## config.mk

```make
export PLATFORM = sky130hd
export DESIGN_NAME = rgb_yuv_color_space_converter_unit
export DESIGN_NICKNAME = d
export VERILOG_FILES = /design/src/hdl/rycc_pkg.sv /design/src/hdl/rgb_yuv_color_space_converter_unit.sv
export SDC_FILE = /design/constraint.sdc
export NUM_CORES = 2
export LEC_CHECK = 0
export BUFFER_PORTS_ARGS = -buffer_cell sky130_fd_sc_hd__buf_2
export CAP_MARGIN = 20
export CORE_MARGIN = 1
export CORE_UTILIZATION = 60
export DETAILED_ROUTE_END_ITERATION = 8
export HOLD_SLACK_MARGIN = 0.02
export PLACE_DENSITY = 0.76
export SYNTH_ARGS = -nofsm -noshare
export SYNTH_HDL_FRONTEND = slang
export SYNTH_SLANG_ARGS = --single-unit
```

## constraint.sdc

```tcl
create_clock -name clk -period 7.7 [get_ports clk]
set_clock_uncertainty 0.05 [all_clocks]
set_input_delay 1.54 -clock clk [delete_from_list [all_inputs] [get_ports clk]]
set_output_delay 1.54 -clock clk [all_outputs]
set_load 0.01 [all_outputs]
```

## src/hdl/rycc_pkg.sv

```systemverilog
// Shared types and fixed-point constants for the RGB/YUV colour space converter.
`default_nettype none

package rycc_pkg;

    // Fixed-point format of the coefficients.
    localparam int FRACTION_BITS = 14;
    localparam int COEF_W        = FRACTION_BITS + 2;
    localparam int PIX_W         = 8;
    localparam int OPND_W        = PIX_W + 1;
    localparam int PROD_W        = OPND_W + COEF_W;
    localparam int SUM_W         = PROD_W + 2;
    localparam int INT_W         = SUM_W - FRACTION_BITS;

    localparam longint ONE_FIX   = longint'(1) << FRACTION_BITS;

    typedef logic signed [COEF_W-1:0] coef_t;
    typedef logic signed [OPND_W-1:0] opnd_t;
    typedef logic signed [PROD_W-1:0] prod_t;
    typedef logic signed [SUM_W-1:0]  sum_t;

    // Coefficients, rounded half up from ten-thousandths.
    localparam coef_t C_ONE    = coef_t'(ONE_FIX);
    localparam coef_t C_Y_R    = coef_t'((longint'(2990)  * ONE_FIX + 5000) / 10000);
    localparam coef_t C_Y_G    = coef_t'((longint'(5870)  * ONE_FIX + 5000) / 10000);
    localparam coef_t C_Y_B    = coef_t'((longint'(1140)  * ONE_FIX + 5000) / 10000);
    localparam coef_t C_U_R    = coef_t'((longint'(1690)  * ONE_FIX + 5000) / 10000);
    localparam coef_t C_U_G    = coef_t'((longint'(3310)  * ONE_FIX + 5000) / 10000);
    localparam coef_t C_U_B    = coef_t'((longint'(4990)  * ONE_FIX + 5000) / 10000);
    localparam coef_t C_V_R    = coef_t'((longint'(4990)  * ONE_FIX + 5000) / 10000);
    localparam coef_t C_V_G    = coef_t'((longint'(4180)  * ONE_FIX + 5000) / 10000);
    localparam coef_t C_V_B    = coef_t'((longint'(813)   * ONE_FIX + 5000) / 10000);
    localparam coef_t C_R_V    = coef_t'((longint'(14020) * ONE_FIX + 5000) / 10000);
    localparam coef_t C_G_U    = coef_t'((longint'(3440)  * ONE_FIX + 5000) / 10000);
    localparam coef_t C_G_V    = coef_t'((longint'(7140)  * ONE_FIX + 5000) / 10000);
    localparam coef_t C_B_U    = coef_t'((longint'(17720) * ONE_FIX + 5000) / 10000);

    // Chroma offset of 128 in the accumulator's fixed-point format.
    localparam sum_t HALF_FIX  = sum_t'(longint'(128) * ONE_FIX);

    // Register indexes of the configuration port.
    localparam int CFG_INDEX_W = 2;
    localparam logic [CFG_INDEX_W-1:0] REG_DIRECTION  = 2'd0;
    localparam logic [CFG_INDEX_W-1:0] REG_BLUE_FIRST = 2'd1;

    // Conversion directions.
    localparam logic DIR_RGB_TO_YUV = 1'b0;
    localparam logic DIR_YUV_TO_RGB = 1'b1;

    typedef struct packed {
        logic [PIX_W-1:0] first_in;
        logic [PIX_W-1:0] second_in;
        logic [PIX_W-1:0] third_in;
        logic             last_pixel;
    } pixel_in_t;

    typedef struct packed {
        logic [PIX_W-1:0] first_out;
        logic [PIX_W-1:0] second_out;
        logic [PIX_W-1:0] third_out;
        logic             last_out;
    } pixel_out_t;

endpackage

`default_nettype wire

```

## src/hdl/rgb_yuv_color_space_converter_unit.sv

```systemverilog
// Top level of the pipelined RGB/YUV colour space converter.
`default_nettype none

// One pixel enters per clock when the output side does not stall, and the four
// register stages that its conversion passes through are
// operand selection, the nine coefficient multiplications, the three weighted
// sums and the floor-and-clip with output ordering, and the multiply stage sets
// the clock period. A stall at the output fills empty stages first and only then
// holds the input. Direction and blue_first are read when an item enters and
// travel with it, and should be written only while no item is in flight.
module rgb_yuv_color_space_converter_unit (
    input  wire logic                              clk,
    input  wire logic                              rst_n,
    input  wire logic                              in_valid,
    output logic                                   in_stall,
    input  wire rycc_pkg::pixel_in_t               in_data,
    output logic                                   out_valid,
    input  wire logic                              out_stall,
    output rycc_pkg::pixel_out_t                   out_data,
    input  wire logic                              cfg_valid,
    output logic                                   cfg_ready,
    input  wire logic [rycc_pkg::CFG_INDEX_W-1:0]  cfg_index,
    input  wire logic                              cfg_data
);
    import rycc_pkg::*;

    logic       direction_reg;
    logic       blue_first_reg;

    logic       s1_valid_reg;
    opnd_t      s1_opnd_reg [3];
    logic       s1_dir_reg;
    logic       s1_bf_reg;
    logic       s1_last_reg;

    logic       s2_valid_reg;
    prod_t      s2_prod_reg [3][3];
    logic       s2_dir_reg;
    logic       s2_bf_reg;
    logic       s2_last_reg;

    logic       s3_valid_reg;
    sum_t       s3_sum_reg [3];
    logic       s3_dir_reg;
    logic       s3_bf_reg;
    logic       s3_last_reg;

    logic       s4_valid_reg;
    pixel_out_t s4_data_reg;

    logic       rdy1, rdy2, rdy3, rdy4;
    opnd_t      s1_opnd_next [3];
    coef_t      coef_mat [3][3];
    prod_t      s2_prod_next [3][3];
    sum_t       s3_sum_next [3];
    logic [PIX_W-1:0] clip_val [3];
    pixel_out_t s4_data_next;

    // Floors a fixed-point sum and clips it to the pixel range.
    function automatic logic [PIX_W-1:0] floor_clip(input sum_t acc);
        logic signed [INT_W-1:0] ip;
        ip = acc[SUM_W-1:FRACTION_BITS];
        if (ip < 0)
            floor_clip = '0;
        else if (ip > 255)
            floor_clip = '1;
        else
            floor_clip = ip[PIX_W-1:0];
    endfunction

    // A stage may load when it is empty or its contents move on.
    assign rdy4      = !s4_valid_reg || !out_stall;
    assign rdy3      = !s3_valid_reg || rdy4;
    assign rdy2      = !s2_valid_reg || rdy3;
    assign rdy1      = !s1_valid_reg || rdy2;
    assign in_stall  = !rdy1;
    assign out_valid = s4_valid_reg;
    assign out_data  = s4_data_reg;
    assign cfg_ready = 1'b1;

    always_ff @(posedge clk or negedge rst_n)
    begin
        if (!rst_n)
        begin
            direction_reg  <= DIR_RGB_TO_YUV;
            blue_first_reg <= 1'b0;
        end
        else if (cfg_valid && cfg_ready)
        begin
            case (cfg_index)
                REG_DIRECTION:  direction_reg  <= cfg_data;
                REG_BLUE_FIRST: blue_first_reg <= cfg_data;
                default:        ;
            endcase
        end
    end

    // Stage 1: operands. In reverse mode the chroma inputs are centred on zero.
    always_comb
    begin
        s1_opnd_next[0] = opnd_t'({1'b0, in_data.first_in});
        if (direction_reg == DIR_YUV_TO_RGB)
        begin
            s1_opnd_next[1] = opnd_t'({1'b0, in_data.second_in}) - opnd_t'(128);
            s1_opnd_next[2] = opnd_t'({1'b0, in_data.third_in}) - opnd_t'(128);
        end
        else
        begin
            s1_opnd_next[1] = opnd_t'({1'b0, in_data.second_in});
            s1_opnd_next[2] = opnd_t'({1'b0, in_data.third_in});
        end
    end

    // Stage 2: coefficient matrix by direction, then nine products.
    always_comb
    begin
        case (s1_dir_reg)
            DIR_RGB_TO_YUV:
            begin
                coef_mat[0][0] = C_Y_R;
                coef_mat[0][1] = C_Y_G;
                coef_mat[0][2] = C_Y_B;
                coef_mat[1][0] = -C_U_R;
                coef_mat[1][1] = -C_U_G;
                coef_mat[1][2] = C_U_B;
                coef_mat[2][0] = C_V_R;
                coef_mat[2][1] = -C_V_G;
                coef_mat[2][2] = -C_V_B;
            end
            default:
            begin
                coef_mat[0][0] = C_ONE;
                coef_mat[0][1] = '0;
                coef_mat[0][2] = C_R_V;
                coef_mat[1][0] = C_ONE;
                coef_mat[1][1] = -C_G_U;
                coef_mat[1][2] = -C_G_V;
                coef_mat[2][0] = C_ONE;
                coef_mat[2][1] = C_B_U;
                coef_mat[2][2] = '0;
            end
        endcase
        for (int k = 0; k < 3; k++)
        begin
            for (int j = 0; j < 3; j++)
            begin
                s2_prod_next[k][j] = prod_t'(s1_opnd_reg[j]) * prod_t'(coef_mat[k][j]);
            end
        end
    end

    // Stage 3: weighted sums, with the chroma offset in forward mode.
    always_comb
    begin
        for (int k = 0; k < 3; k++)
        begin
            s3_sum_next[k] = sum_t'(s2_prod_reg[k][0]) + sum_t'(s2_prod_reg[k][1])
                           + sum_t'(s2_prod_reg[k][2]);
            if (s2_dir_reg == DIR_RGB_TO_YUV && k != 0)
                s3_sum_next[k] = s3_sum_next[k] + HALF_FIX;
        end
    end

    // Stage 4: floor, clip and put the components in output order.
    always_comb
    begin
        for (int k = 0; k < 3; k++)
        begin
            clip_val[k] = floor_clip(s3_sum_reg[k]);
        end
        s4_data_next.second_out = clip_val[1];
        s4_data_next.last_out   = s3_last_reg;
        if (s3_dir_reg == DIR_YUV_TO_RGB && s3_bf_reg)
        begin
            s4_data_next.first_out = clip_val[2];
            s4_data_next.third_out = clip_val[0];
        end
        else
        begin
            s4_data_next.first_out = clip_val[0];
            s4_data_next.third_out = clip_val[2];
        end
    end

    always_ff @(posedge clk or negedge rst_n)
    begin
        if (!rst_n)
        begin
            s1_valid_reg <= 1'b0;
            s2_valid_reg <= 1'b0;
            s3_valid_reg <= 1'b0;
            s4_valid_reg <= 1'b0;
        end
        else
        begin
            if (rdy1)
                s1_valid_reg <= in_valid;
            if (rdy2)
                s2_valid_reg <= s1_valid_reg;
            if (rdy3)
                s3_valid_reg <= s2_valid_reg;
            if (rdy4)
                s4_valid_reg <= s3_valid_reg;
        end
    end

    always_ff @(posedge clk)
    begin
        if (rdy1 && in_valid)
        begin
            s1_opnd_reg <= s1_opnd_next;
            s1_dir_reg  <= direction_reg;
            s1_bf_reg   <= blue_first_reg;
            s1_last_reg <= in_data.last_pixel;
        end
        if (rdy2 && s1_valid_reg)
        begin
            s2_prod_reg <= s2_prod_next;
            s2_dir_reg  <= s1_dir_reg;
            s2_bf_reg   <= s1_bf_reg;
            s2_last_reg <= s1_last_reg;
        end
        if (rdy3 && s2_valid_reg)
        begin
            s3_sum_reg  <= s3_sum_next;
            s3_dir_reg  <= s2_dir_reg;
            s3_bf_reg   <= s2_bf_reg;
            s3_last_reg <= s2_last_reg;
        end
        if (rdy4 && s3_valid_reg)
        begin
            s4_data_reg <= s4_data_next;
        end
    end

endmodule

`default_nettype wire

```

==> flow_summary.toml <==
[status]
status = "finished clean"

[sta]
max_freq_mhz = 144
min_period_ns = 6.92
final_max_slew_viol_count = 0
rsz0062_at_grt = "no"
fin_setup_tns_ns = 0
worst_slew_pin_slew_ns = 0.956
fin_crit_sh = 0.899
setup_slack_ns = 0.777
setup_viol = 0
finalHoldWorstSlack_ns = 0.369
hold_violations = 0
slew_headroom = 0.363

[finish]
drive_gt1_frac = 0.0517
ff_latch_area_sq_um = 9250
final_nets = 4647
largest_reg_flops = 204
fill_cells = 4793
multi_input_area_sq_um = 25800
area_growth_pct = 6.97
finish.utilization = 0.652

[grt]
overflow = 0
track_usage = 0.286
grt_pass1_vias = 24590
grt_max_degree = 146
grt_pass1_wl_um = 137000
grt_antenna_before_repair = 0

[placement]
dpl.hpwl_um = 73600
place_congestion = 0.981
dp_slack_ns = 0.874
io_buffers = 59

[route]
wl_um = 86600
wl_met3_um = 6760
ant_nets = 0
top_layer_used = "met4"
via_count = 23726
drt-initial-drc-count = 1535
wl_met2_um = 38400
drc_errors = 0
dr.pass1.iters = 5
wl_per_cell_um = 19.9
via_per_inst = 5.46
wirelength_met1_um = 38000

[synth]
yosys_warnings = 0
ys_seq_elements = 309
synth-main-ff-cell = "edfxtp_1"
yosysUniqueCellTypes = 71
syn_inst = 3385
netlist_area_sq_um = 37700
avgSynthCellArea_sq_um = 11.1
synth_edf_count = 303
async_flop_share = 0.0194
synth_top_area_share = 0.263
yosys.area.top_type = "fa_1"
synth.yosys.seq_area_share = 0.246
ys_top_cells_by_area = "fa_1 (26%), edfxtp_1 (24%), ha_1 (21%)"

[setup_path]
cp_max_fo = 25
rrSetupSlack_ns = 0.78
critical_path_arrival_ns = 7.15
critPathKind = "reg -> reg"
start_kind = "register"
crit_path_end_kind = "register"
crit_required_ns = 7.93

[floorplanning]
die_w_um = 253
die_y_um = 253
die-area_sq_um = 63800
initial_utilization = 0.609
core_area_sq_um = 61800
num_rows = 91
ioPinCount = 61

[clocking]
clockRootBuffer = "clkbuf_16"
cts_made_buffers = 37
cts_setup_buffers = 0
clkSinkCount = 309
clock_latency_ns = 0.57
cts_max_level = 2
cts_hold_buf = 0
ctsResizeCount = 0
clock_tree.buffer_depth = 3
tritoncts = "done"
cts.reportedPaths.clkPinSlew_ns = 0.07

[run]
cap_violations = 0

[worst_hold_path]
hold_class = "reg -> reg"
-- worst max-delay path, cell delays in order, from the launching register on --
cell	delay (ns)
edfxtp_1	0.73
nor2b_1	0.80
inv_1	0.25
fa_1	0.52
inv_1	0.30
fa_1	0.63
inv_1	0.19
fa_1	0.42
inv_1	0.08
fa_1	0.41
ha_1	0.33
o21ai_0	0.13
a21boi_0	0.26
o21ai_0	0.14
a21boi_0	0.25
o21ai_0	0.16
a21boi_0	0.27
o21ai_0	0.19
a21boi_0	0.33
o311ai_0	0.17
-- worst paths after layout --
check	startpoint	endpoint	cells after the start
max in group asynchronous	rst_n	s1_valid_reg$_DFFE_PN0N_	1
hold / removal	s1_bf_reg$_DFFE_PP_	s2_bf_reg$_DFFE_PP_	0
min in group asynchronous	rst_n	out_valid$_DFFE_PN0P_	1
hold reg to reg	s1_bf_reg$_DFFE_PP_	s2_bf_reg$_DFFE_PP_	0
setup reg to reg	s1_dir_reg$_DFFE_PP_	s2_prod_reg[72]$_DFFE_PP_	19
setup / recovery	s1_dir_reg$_DFFE_PP_	s2_prod_reg[72]$_DFFE_PP_	19
-- layout make-up --
cell class	count	share of cell area
clock buffers	43	0.0235
diodes	1	0.0000621
well taps	837	0.0260
clock inverters	21	0.00571
repair buffers	79	0.0117
flip-flops and latches	309	0.230
inverters	687	0.0640
multi-input cells	2365	0.640
-- cells in the mapped netlist (52+ instances only) --
cell type / instances
a21oi_1: 147
edfxtp_1: 303
fa_1: 495
ha_1: 640
inv_1: 686
nand2_1: 119
nand2b_1: 53
nor2_1: 133
o21ai_0: 64
xnor2_1: 169
xor2_1: 52
-- cell families (layout without fill, tap and decap cells) --
kind of cell    count (synthesis)  after routing  share of synthesized area
simple gates                  514            514                     0.0666
fa+ha+maj                    1138           1138                      0.476
flops                         309            309                      0.246
xor+xnor                      221            221                     0.0514
buf+inv                       729            830                     0.0727
mux                            26             26                    0.00714
other cells                     2             21                   0.000199
compound gates                446            446                     0.0800
-- stage by stage --
stage | area [sq um] | instances
final | 40300 | 4342
after CTS | 40300 | 4340
after detailed placement | 39100 | 4276
after floorplan | 37700 | 3403
after global placement | 39100 | 4276
after global routing | 40300 | 4341
-- metal layers --
metal,vias to the layer above,global-route usage
met5,-,0
met4,0,0.111
met3,123,0.0646
met2,756,0.441
met1,11426,0.395
li1,11421,-
-- cell usage in the layout (no fill, tap or decap), types with 21 or more instances in the layout --
cell and count:
a21o_1 47, a21oi_1 147, and2_1 23, buf_2 59, clkbuf_16 37, edfxtp_1 303
fa_1 495, ha_1 640, inv_1 686, nand2_1 119, nand2b_1 53, nand3_1 32
nor2_1 133, nor2b_1 29, nor3_1 47, o21a_1 26, o21ai_0 64, o21bai_1 44
or2_2 21, xnor2_1 169, xor2_1 52
Power is left out: the tool's default activity adds up to more than one toggle a clock period on the data nets, which glitch-free logic cannot reach.
